File: config.mk
export PLATFORM = sky130hd
export DESIGN_NAME = sliding_window_kth_smallest
export DESIGN_NICKNAME = d
export VERILOG_FILES = /design/src/rtl/swkth_pkg.sv /design/src/rtl/swkth_ram.sv /design/src/rtl/swkth_ctrl.sv /design/src/rtl/swkth_dp.sv /design/src/rtl/sliding_window_kth_smallest.sv
export SDC_FILE = /design/constraint.sdc
export NUM_CORES = 1
export LEC_CHECK = 0
export BUFFER_PORTS_ARGS = -buffer_cell sky130_fd_sc_hd__buf_2
export CORE_MARGIN = 8
export CORE_UTILIZATION = 39
export DETAILED_ROUTE_END_ITERATION = 12
export HOLD_SLACK_MARGIN = 0.08
export SETUP_SLACK_MARGIN = 0.5
export SYNTH_ARGS = -nofsm -noshare
export SYNTH_HDL_FRONTEND = slang
export SYNTH_SLANG_ARGS = --single-unit
File: constraint.sdc
create_clock -name aclk -period 9.9 [get_ports aclk]
set_input_delay 1.98 -clock aclk [delete_from_list [all_inputs] [get_ports aclk]]
set_output_delay 1.98 -clock aclk [all_outputs]
set_load 0.05 [all_outputs]
File: src/rtl/swkth_pkg.sv
// shared types and constants for the sliding window k-th smallest filter
`default_nettype none

package swkth_pkg;

    // default sizing
    localparam int DEF_WINDOW      = 16;
    localparam int DEF_SAMPLE_BITS = 16;

    // configuration port
    localparam int CFG_IDX_W = 2;
    localparam int CFG_W     = 5;

    localparam logic [CFG_IDX_W-1:0] REG_WINDOW_LEN = CFG_IDX_W'(0);
    localparam logic [CFG_IDX_W-1:0] REG_RANK_K     = CFG_IDX_W'(1);

    localparam logic [CFG_W-1:0] WLEN_RST = CFG_W'(16);
    localparam logic [CFG_W-1:0] RANK_RST = CFG_W'(8);

    typedef enum logic [2:0] {
        ST_IDLE,
        ST_CAND,
        ST_SWEEP,
        ST_DRAIN,
        ST_EVAL,
        ST_DONE
    } state_t;

    // what the last ram read was issued for
    typedef enum logic [1:0] {
        RD_NONE,
        RD_CAND,
        RD_CMP
    } rd_tag_t;

    typedef struct packed {
        logic in_ready;
        logic cand_issue;
        logic cmp_issue;
        logic next_cand;
        logic load_out;
    } swkth_cmd_t;

    typedef struct packed {
        logic full_after;
        logic last_j;
        logic last_i;
        logic hit;
        logic out_free;
    } swkth_stat_t;

endpackage

`default_nettype wire

File: src/rtl/swkth_ram.sv
// generic single write, single registered read ram
`default_nettype none

module swkth_ram #(
    parameter int WIDTH = 16,
    parameter int DEPTH = 16,
    parameter int ADDR_W = (DEPTH > 1) ? $clog2(DEPTH) : 1
) (
    input  wire logic              aclk,
    input  wire logic              wr_en,
    input  wire logic [ADDR_W-1:0] waddr,
    input  wire logic [WIDTH-1:0]  wdata,
    input  wire logic [ADDR_W-1:0] raddr,
    output logic      [WIDTH-1:0]  rdata
);

    logic [WIDTH-1:0] mem [DEPTH];
    logic [WIDTH-1:0] rdata_reg;

    always_ff @(posedge aclk) begin
        if (wr_en) begin
            mem[waddr] <= wdata;
        end
        rdata_reg <= mem[raddr];
    end

    assign rdata = rdata_reg;

endmodule

`default_nettype wire

File: src/rtl/swkth_ctrl.sv
// controller state machine for the rank search
`default_nettype none

module swkth_ctrl
    import swkth_pkg::*;
(
    input  wire logic        aclk,
    input  wire logic        aresetn,
    input  wire logic        s_valid,
    input  wire swkth_stat_t stat,
    output swkth_cmd_t       cmd
);

    state_t state_reg;
    state_t state_next;

    always_ff @(posedge aclk) begin
        if (!aresetn) begin
            state_reg <= ST_IDLE;
        end else begin
            state_reg <= state_next;
        end
    end

    always_comb begin
        state_next = state_reg;
        unique case (state_reg)
            ST_IDLE: begin
                if (s_valid && stat.full_after) begin
                    state_next = ST_CAND;
                end
            end
            ST_CAND: begin
                state_next = ST_SWEEP;
            end
            ST_SWEEP: begin
                if (stat.last_j) begin
                    state_next = ST_DRAIN;
                end
            end
            ST_DRAIN: begin
                state_next = ST_EVAL;
            end
            ST_EVAL: begin
                if (stat.hit || stat.last_i) begin
                    state_next = ST_DONE;
                end else begin
                    state_next = ST_CAND;
                end
            end
            ST_DONE: begin
                if (stat.out_free) begin
                    state_next = ST_IDLE;
                end
            end
            default: begin
                state_next = ST_IDLE;
            end
        endcase
    end

    always_comb begin
        cmd = '0;
        unique case (state_reg)
            ST_IDLE:  cmd.in_ready   = 1'b1;
            ST_CAND:  cmd.cand_issue = 1'b1;
            ST_SWEEP: cmd.cmp_issue  = 1'b1;
            ST_DRAIN: cmd            = '0;
            ST_EVAL:  cmd.next_cand  = !stat.hit;
            ST_DONE:  cmd.load_out   = stat.out_free;
            default:  cmd            = '0;
        endcase
    end

endmodule

`default_nettype wire

File: src/rtl/swkth_dp.sv
// datapath: sample store, config registers, rank counter and output register
`default_nettype none

module swkth_dp
    import swkth_pkg::*;
#(
    parameter int WINDOW      = DEF_WINDOW,
    parameter int SAMPLE_BITS = DEF_SAMPLE_BITS
) (
    input  wire logic                          aclk,
    input  wire logic                          aresetn,
    input  wire logic                          s_valid,
    input  wire logic signed [SAMPLE_BITS-1:0] s_sample,
    input  wire logic                          m_ready,
    output logic                               m_valid,
    output logic signed      [SAMPLE_BITS-1:0] m_kth_value,
    input  wire logic                          cfg_valid,
    input  wire logic        [CFG_IDX_W-1:0]   cfg_index,
    input  wire logic        [CFG_W-1:0]       cfg_data,
    input  wire swkth_cmd_t                    cmd,
    output swkth_stat_t                        stat
);

    localparam int IDX_W = (WINDOW > 1) ? $clog2(WINDOW) : 1;
    localparam int CNT_W = $clog2(WINDOW + 1);

    logic [CFG_W-1:0] wlen_reg;
    logic [CFG_W-1:0] rank_reg;
    logic [CNT_W-1:0] fill_reg;
    logic [IDX_W-1:0] oldest_reg;
    logic [IDX_W-1:0] i_reg;
    logic [IDX_W-1:0] j_reg;
    logic [IDX_W-1:0] jd_reg;
    logic [CNT_W-1:0] cnt_reg;
    rd_tag_t          tag_reg;
    logic signed [SAMPLE_BITS-1:0] cand_reg;
    logic signed [SAMPLE_BITS-1:0] out_reg;
    logic                          m_valid_reg;

    logic [CNT_W-1:0] w_eff;
    logic [CNT_W-1:0] k_eff;
    logic [IDX_W-1:0] wr_slot;
    logic [IDX_W-1:0] oldest_next;
    logic [IDX_W-1:0] raddr;
    logic [SAMPLE_BITS-1:0] rdata_raw;
    logic signed [SAMPLE_BITS-1:0] rdata;
    logic             accept;
    logic             cfg_wlen;
    logic             less;

    // effective window length and rank after clamping
    always_comb begin
        if (wlen_reg == '0) begin
            w_eff = CNT_W'(1);
        end else if (32'(wlen_reg) > WINDOW) begin
            w_eff = CNT_W'(WINDOW);
        end else begin
            w_eff = CNT_W'(wlen_reg);
        end
        if (rank_reg == '0) begin
            k_eff = CNT_W'(1);
        end else if (32'(rank_reg) > 32'(w_eff)) begin
            k_eff = w_eff;
        end else begin
            k_eff = CNT_W'(rank_reg);
        end
    end

    assign accept   = cmd.in_ready && s_valid;
    assign cfg_wlen = cfg_valid && (cfg_index == REG_WINDOW_LEN);

    always_comb begin
        wr_slot = (CNT_W'(oldest_reg) >= w_eff) ? '0 : oldest_reg;
        if ((CNT_W'(wr_slot) + CNT_W'(1)) >= w_eff) begin
            oldest_next = '0;
        end else begin
            oldest_next = wr_slot + IDX_W'(1);
        end
    end

    assign raddr = cmd.cand_issue ? i_reg : j_reg;

    swkth_ram #(
        .WIDTH (SAMPLE_BITS),
        .DEPTH (WINDOW)
    ) u_store (
        .aclk  (aclk),
        .wr_en (accept),
        .waddr (wr_slot),
        .wdata (s_sample),
        .raddr (raddr),
        .rdata (rdata_raw)
    );

    assign rdata = $signed(rdata_raw);

    // stored sample orders below the candidate: smaller, or equal in a lower slot
    assign less = (rdata < cand_reg) || ((rdata == cand_reg) && (jd_reg < i_reg));

    // control state
    always_ff @(posedge aclk) begin
        if (!aresetn) begin
            wlen_reg    <= WLEN_RST;
            rank_reg    <= RANK_RST;
            fill_reg    <= '0;
            oldest_reg  <= '0;
            tag_reg     <= RD_NONE;
            m_valid_reg <= 1'b0;
        end else begin
            if (cfg_wlen) begin
                wlen_reg   <= cfg_data;
                fill_reg   <= '0;
                oldest_reg <= '0;
            end else if (accept) begin
                oldest_reg <= oldest_next;
                if (fill_reg < w_eff) begin
                    fill_reg <= fill_reg + CNT_W'(1);
                end
            end
            if (cfg_valid && (cfg_index == REG_RANK_K)) begin
                rank_reg <= cfg_data;
            end
            if (cmd.cand_issue) begin
                tag_reg <= RD_CAND;
            end else if (cmd.cmp_issue) begin
                tag_reg <= RD_CMP;
            end else begin
                tag_reg <= RD_NONE;
            end
            if (cmd.load_out) begin
                m_valid_reg <= 1'b1;
            end else if (m_ready) begin
                m_valid_reg <= 1'b0;
            end
        end
    end

    // search datapath
    always_ff @(posedge aclk) begin
        if (accept) begin
            i_reg <= '0;
        end else if (cmd.next_cand) begin
            i_reg <= i_reg + IDX_W'(1);
        end
        if (cmd.cand_issue) begin
            j_reg   <= '0;
            cnt_reg <= '0;
        end else if (cmd.cmp_issue) begin
            j_reg <= j_reg + IDX_W'(1);
        end
        jd_reg <= j_reg;
        unique case (tag_reg)
            RD_CAND: cand_reg <= rdata;
            RD_CMP: begin
                if (less) begin
                    cnt_reg <= cnt_reg + CNT_W'(1);
                end
            end
            default: begin
            end
        endcase
        if (cmd.load_out) begin
            out_reg <= cand_reg;
        end
    end

    always_comb begin
        stat.full_after = (fill_reg >= (w_eff - CNT_W'(1)));
        stat.last_j     = (CNT_W'(j_reg) == (w_eff - CNT_W'(1)));
        stat.last_i     = (CNT_W'(i_reg) == (w_eff - CNT_W'(1)));
        stat.hit        = (cnt_reg == (k_eff - CNT_W'(1)));
        stat.out_free   = !m_valid_reg || m_ready;
    end

    assign m_valid     = m_valid_reg;
    assign m_kth_value = out_reg;

endmodule

`default_nettype wire

File: src/rtl/sliding_window_kth_smallest.sv
// result: none for a sample that arrives while the window is still filling; otherwise the
//   search tries from 1 to w candidate slots, w the window length, until the k-th
//   ranked one is found, and then loads the result register
// throughput: one sample per cycle while filling; a sample that fills the window holds
//   off the next transfer until its search ends, longer while a result waits
// reset: synchronous active low; window empty, window_len 16, rank_k 8
`default_nettype none

module sliding_window_kth_smallest
    import swkth_pkg::*;
#(
    parameter int WINDOW      = DEF_WINDOW,
    parameter int SAMPLE_BITS = DEF_SAMPLE_BITS
) (
    input  wire logic                          aclk,
    input  wire logic                          aresetn,
    // sample input channel
    input  wire logic                          s_valid,
    output logic                               s_ready,
    input  wire logic signed [SAMPLE_BITS-1:0] s_sample,
    // result channel
    output logic                               m_valid,
    input  wire logic                          m_ready,
    output logic signed      [SAMPLE_BITS-1:0] m_kth_value,
    // configuration write channel
    input  wire logic                          cfg_valid,
    output logic                               cfg_ready,
    input  wire logic        [CFG_IDX_W-1:0]   cfg_index,
    input  wire logic        [CFG_W-1:0]       cfg_data
);

    swkth_cmd_t  cmd;
    swkth_stat_t stat;

    // register writes are taken in any cycle; a window_len write restarts the fill
    assign cfg_ready = 1'b1;

    // sample transfers are taken only in idle; the result register lets the
    // next sample in while the previous result still waits for its transfer
    assign s_ready = cmd.in_ready;

    // sequencer: write sample, then for each candidate slot sweep the window,
    // counting entries ranked below it, until the count equals rank_k - 1
    swkth_ctrl u_ctrl (
        .aclk    (aclk),
        .aresetn (aresetn),
        .s_valid (s_valid),
        .stat    (stat),
        .cmd     (cmd)
    );

    // sample store, clamped config, rank counter and output register
    swkth_dp #(
        .WINDOW      (WINDOW),
        .SAMPLE_BITS (SAMPLE_BITS)
    ) u_dp (
        .aclk        (aclk),
        .aresetn     (aresetn),
        .s_valid     (s_valid),
        .s_sample    (s_sample),
        .m_ready     (m_ready),
        .m_valid     (m_valid),
        .m_kth_value (m_kth_value),
        .cfg_valid   (cfg_valid),
        .cfg_index   (cfg_index),
        .cfg_data    (cfg_data),
        .cmd         (cmd),
        .stat        (stat)
    );

endmodule

`default_nettype wire

---- After elaboration in Yosys (flattened, before gate mapping) ----
Memory sizes are Yosys's and may differ from the RTL's. A register that Yosys moved wholly into a read port is not among the register bits.
Index checks and enable logic that the tools add are counted.
storage, ports and cells
  register bits ........................... 74
  bits in writable memories ............... 256
  memories ................................ 1
cells by class
  $add $sub $neg .......................... 8
  $lt $le $gt $ge ......................... 8
  eq/ne operators ......................... 15
  muxes and demuxes ....................... 26
  bitwise operators ....................... 1
  reductions and logical operators ........ 19
memory list
  memory            words  bits a word  read ports  clocked after memory_dff  wr ports  line             RTL
  u_dp.u_store.mem  16     16           1           1                         1         swkth_ram.sv:17  logic [WIDTH-1:0] mem [DEPTH];
operators by type and width
  operator                                             count
  two-way mux 5 bit                                    7
  case mux 3 bit (6 select lines)                      1
  equality test 16 bit                                 1
  less-than comparator 16 bit                          1
  adder 4 x 1 -> 4 bit, second input constant          3
  two-way mux 3 bit                                    4
  two-way mux 4 bit                                    3
  adder 5 x 1 -> 5 bit, second input constant          2
  equality test 4 x 5 -> 1 bit                         2
  >= comparator 5 bit                                  2
  logical NOT 5 bit                                    2
  two-way mux 1 bit                                    10
  subtractor 5 x 1 -> 5 bit, second input constant     2
  equality test 3 x 2 -> 1 bit, second input constant  2
  equality test 3 bit, second input constant           2
  adder 4 x 1 -> 5 bit, second input constant          1
  equality test 5 bit                                  1
  >= comparator 4 x 5 -> 1 bit                         1
  > comparator 5 bit                                   1
  > comparator 5 bit, second input constant            1
  logical AND 1 bit                                    5
  less-than comparator 5 bit                           1
  equality test 2 x 1 -> 1 bit, second input constant  2
  less-than comparator 4 bit                           1
  14 further kinds                                     19

---- Depth between registers and ports, before layout ----
  word-level depth ........................ 11
  gate-level depth with buffers ........... 20

---- Modules after synthesis ----
A second synthesis with hierarchy kept.
second synthesis, totals
  cell total of the unflattened synthesis .. 825
  area, all modules ....................... 14,212.4 µm²
modules (own cells, without submodules)
  module                       times used  cells each  area an instance (µm²)
  swkth_ram                    1           432         10,042.1
  swkth_dp                     1           368         3,955.0
  swkth_ctrl                   1           23          203.9
  sliding_window_kth_smallest  1           2           11.3

---- Worst setup path after synthesis ----
No wires, ideal clock.
  path kind ............................... register -> register
  start ................................... register u_dp.wlen_reg[4]
  end ..................................... register u_dp.oldest_reg[2]
  library setup time ...................... 0.065 ns
  arrival ................................. 3.732 ns
  data required time ...................... 9.835 ns
  slack ................................... 6.103 ns
  stages on the path, launching flop included .. 21
  clock period less this slack ............ 3.797 ns
  cells stage by stage .................... dfxtp_1 > clkbuf_1 > inv_2 > o21ai_1 > inv_1 > ha_1 > nand2b_1 > a21o_1 > a21o_1 > a21oi_1 > o21ai_0 > inv_1 > ha_1 > xnor2_1 > ha_1 > a21o_1 > a21oi_1 > nor2b_1 > nor3_1 > a32oi_1 > nor2_1
between the ends
  word-level cells in the longest chain between the ends .. 8
  elaborated cells between the ends (all ways) .. 10
  classes of those cells .................. add/sub: 2; order compare: 3; mux: 4; reduce/logical: 1
RTL lines
  element                       line             RTL
  start: declaration            swkth_dp.sv:27   logic [CFG_W-1:0] wlen_reg;
  start signal: assignment      swkth_dp.sv:111  wlen_reg <= cfg_data;
  > comparator 5 bit            swkth_dp.sv:55   end else if (32'(wlen_reg) > WINDOW) begin
  two-way mux 5 bit             swkth_dp.sv:55
  two-way mux 5 bit (*)         swkth_dp.sv:53   if (wlen_reg == '0) begin
  >= comparator 4 x 5 -> 1 bit  swkth_dp.sv:73   wr_slot = (CNT_W'(oldest_reg) >= w_eff) ? '0 : oldest_reg;
  two-way mux 4 bit             swkth_dp.sv:73
  adder 4 x 1 -> 5 bit          swkth_dp.sv:74   if ((CNT_W'(wr_slot) + CNT_W'(1)) >= w_eff) begin
  >= comparator 5 bit           swkth_dp.sv:74
  two-way mux 4 bit (*)         swkth_dp.sv:74
  end signal: assignment        swkth_dp.sv:115  oldest_reg <= oldest_next;
  end: declaration              swkth_dp.sv:30   logic [IDX_W-1:0] oldest_reg;
Every way passes the cells marked *; elsewhere a longest branch is shown, timed or not.
A chain may end at the register's enable or synchronous reset.

---- Worst setup path after layout ----
Ends and elaborated chain as after synthesis.

==> results.cfg <==
[run_status]
outcome = completed

[power]
ir_drop_mv = 0.118
finalPower_w = 0.00337
cellPowerDensity_mw_per_mm2 = 205
p_leak_nw = 5.74

[synth]
synthDistinctLibCells = 65
yosys.area.top_type_share_pct = 59.9
synth-seq-cells = 346
syn_inst = 886
synth_warnings = 0
synth_edf_count = 288
syn_area_per_cell_um2 = 16.3
syn_area_mm2 = 0.0144
synth_top_flop_cell = edfxtp_1
yosys.area.top_type = edfxtp_1
synth_area_leaders = edfxtp_1 (60%), mux4_2 (10%), dfxtp_1 (8.0%), ha_1 (4.6%), and2_1 (1.5%)
seq_area_frac_synth_pct = 67.9
synthesis.nets = 967
ys_async_sr_fraction_pct = 0

[detailed_routing]
vias_per_cell = 5.28
vias = 7662
wirelength_mm = 30.0
drtPass1Iterations = 5
postRouteAntennaNets = 0
dr.first_iter.drc_count = 481
route.detailed.wl_per_inst_um = 20.7
route.detailed.drc = 0

[clocking]
cts_setup_buffers = 0
clkLatencyLatePin_ns = 0.53
cts_tree = done
numClockSinks = 346
clkTransAtPathRegs_ns = 0.06
cts_resized = 0
cts_hold_buffers = 0
cts_buffers = 37
cts-root-buf = clkbuf_16
h-tree-depth = 2
clock_path_buffers = 3

[layout]
layout_common_cells = edfxtp_1 (288), mux4_2 (64), nand2_1 (58), dfxtp_1 (58), ha_1 (53)
diodes = 0
top_register = u_dp.u_store.mem
syn_to_final_growth_pct = 13.9
largest_reg_flops = 256
final_nets = 1036
drive_gt1_share_pct = 20.0
final_common_cell = edfxtp_1

[sta]
rsz0062_at_grt = false
timing.fmax_mhz = 224
holdWs_ns = 0.447
finalSetupViolCount = 0
fin_crit_sh_pct = 45.1
final-hold-violation-count = 0
worst_slew_pin_slew_ns = 1.10
clock_skew_ns = 0.0241
slew_violations = 0
fin_ws_ns = 5.43
setup_tns_ns = 0
finalCriticalPeriod_ns = 4.47
relSlewSlack_pct = 26.7

[placement]
io_buffers = 45
hpwl_mm = 17.5
gp_congestion = 0.770
post-place-ws_ns = 5.47

[worst_setup_path]
worstPathArrival_ns = 4.93
required_ns = 10.36
critPathKind = flip-flop to flip-flop
worst-path-max-fanout = 9
end_kind = flip-flop
startpoint_type = flip-flop

[global_routing]
grt.met2_usage_pct = 23.2
antenna_found_initial = 2
grt_max_degree = 65
grt_pass1_wl_mm = 46.5
grt_pass1_vias = 7872
grt_use_total_pct = 13.8
busiest_layer = met2
grt_use_met3_pct = 2.72
overflow = 0
met1_usage_pct = 17.8

[die]
initial_core_util_pct = 39.5
die_h_um = 208
io_pins = 47
die_w_um = 208
coreArea_mm2 = 0.0365
dieArea_mm2 = 0.0434
rows = 70

[min_path]
hold_class = flip-flop to flip-flop

[run]
max_cap_violations = 0
==> per-stage QoR <==
step / area (um2) / cells / util [%]
2_1_floorplan: 14400 / 886 / -
3_3_place_gp: 15300 / 1384 / 41.8
5_1_grt: 16500 / 1452 / 45.0
6_report: 16500 / 1452 / 45.0
4_1_cts: 16500 / 1452 / 45.0
3_5_place_dp: 15300 / 1384 / 41.8
==> worst max-delay path: stages, from the launching register on <==
cell and delay, ns:
dfxtp_1 0.52, inv_2 0.15, o21ai_1 0.30, inv_1 0.25
ha_1 0.32, nand2b_1 0.14, a21o_1 0.17, a21o_1 0.16
a21oi_1 0.25, o21ai_0 0.24, inv_1 0.17, ha_1 0.33
xnor2_1 0.16, ha_1 0.25, a21o_1 0.15, a21oi_1 0.15
nor2b_1 0.08, nor3_1 0.36, a32oi_1 0.17, nor2_1 0.10
==> final timing paths <==
check | to | from | depth (start not counted) | slack, ns
setup reg to reg | u_dp.oldest_reg[2] | u_dp.wlen_reg[4] | 19 | 5.43
hold / removal | u_dp.cand_reg[15] | u_dp.u_store.rdata[15] | 0 | 0.45
setup / recovery | u_dp.oldest_reg[2] | u_dp.wlen_reg[4] | 19 | 5.43
hold reg to reg | u_dp.cand_reg[15] | u_dp.u_store.rdata[15] | 0 | 0.45
==> power breakdown <==
part / switching, W / internal (W)
clock network: 0.000558 / 0.000773
logic: 0.000190 / 0.000190
registers: 0.0000360 / 0.00162
total: 0.000784 / 0.00258
==> routing by layer <==
metal / wire length, um / share of wire, % / vias to the layer above
li1: - / - / 3584
met1: 13400 / 45 / 3874
met2: 14600 / 49 / 155
met3: 1410 / 4.7 / 47
met4: 607 / 2.0 / 2
met5: 13 / 0.043 / -
==> kinds of logic (layout without fill, tap and decap cells) <==
| logic type | count (synthesis) | count (layout) | synth area share, % |
|---|---|---|---|
| buf+inv | 67 | 165 | 1.98 |
| mux | 81 | 81 | 11.2 |
| compound gates | 117 | 117 | 5.58 |
| xor+xnor | 23 | 23 | 1.39 |
| simple gates | 198 | 198 | 7.31 |
| fa+ha+maj | 53 | 53 | 4.59 |
| other cells | 1 | 1 | 0.0260 |
| flops | 346 | 346 | 67.9 |
==> synthesized netlist by cell type, drive strengths merged, types with 2 or more instances <==
library cell  count
nand4             6
or2               3
nor3             15
and2             35
clkbuf           20
a211oi           18
o211ai            5
a221oi            2
o21a              5
a21oi            19
nand3b            3
nand2            59
a22oi             6
nand2b            9
nor2             27
nor3b             3
inv              34
nand3            11
xnor2            10
a21o             12
o21ai            21
xor2             13
mux4             64
o31ai             4
buf              13
edfxtp          288
mux2i            16
ha               53
and3              3
dfxtp            58
nor2b            17
a31oi            17
==> final cells by class <==
| cell class | instances | area, um2 |
|---|---|---|
| flip-flops and latches | 346 | 9810 |
| fillers | 3178 | 20100 |
| well taps | 468 | 586 |
| clock inverters | 20 | 179 |
| multi-input cells | 473 | 4390 |
| clock buffers | 48 | 998 |
| inverters | 34 | 128 |
| repair buffers | 63 | 360 |
Note: power is estimated with default switching activity, not from simulation.
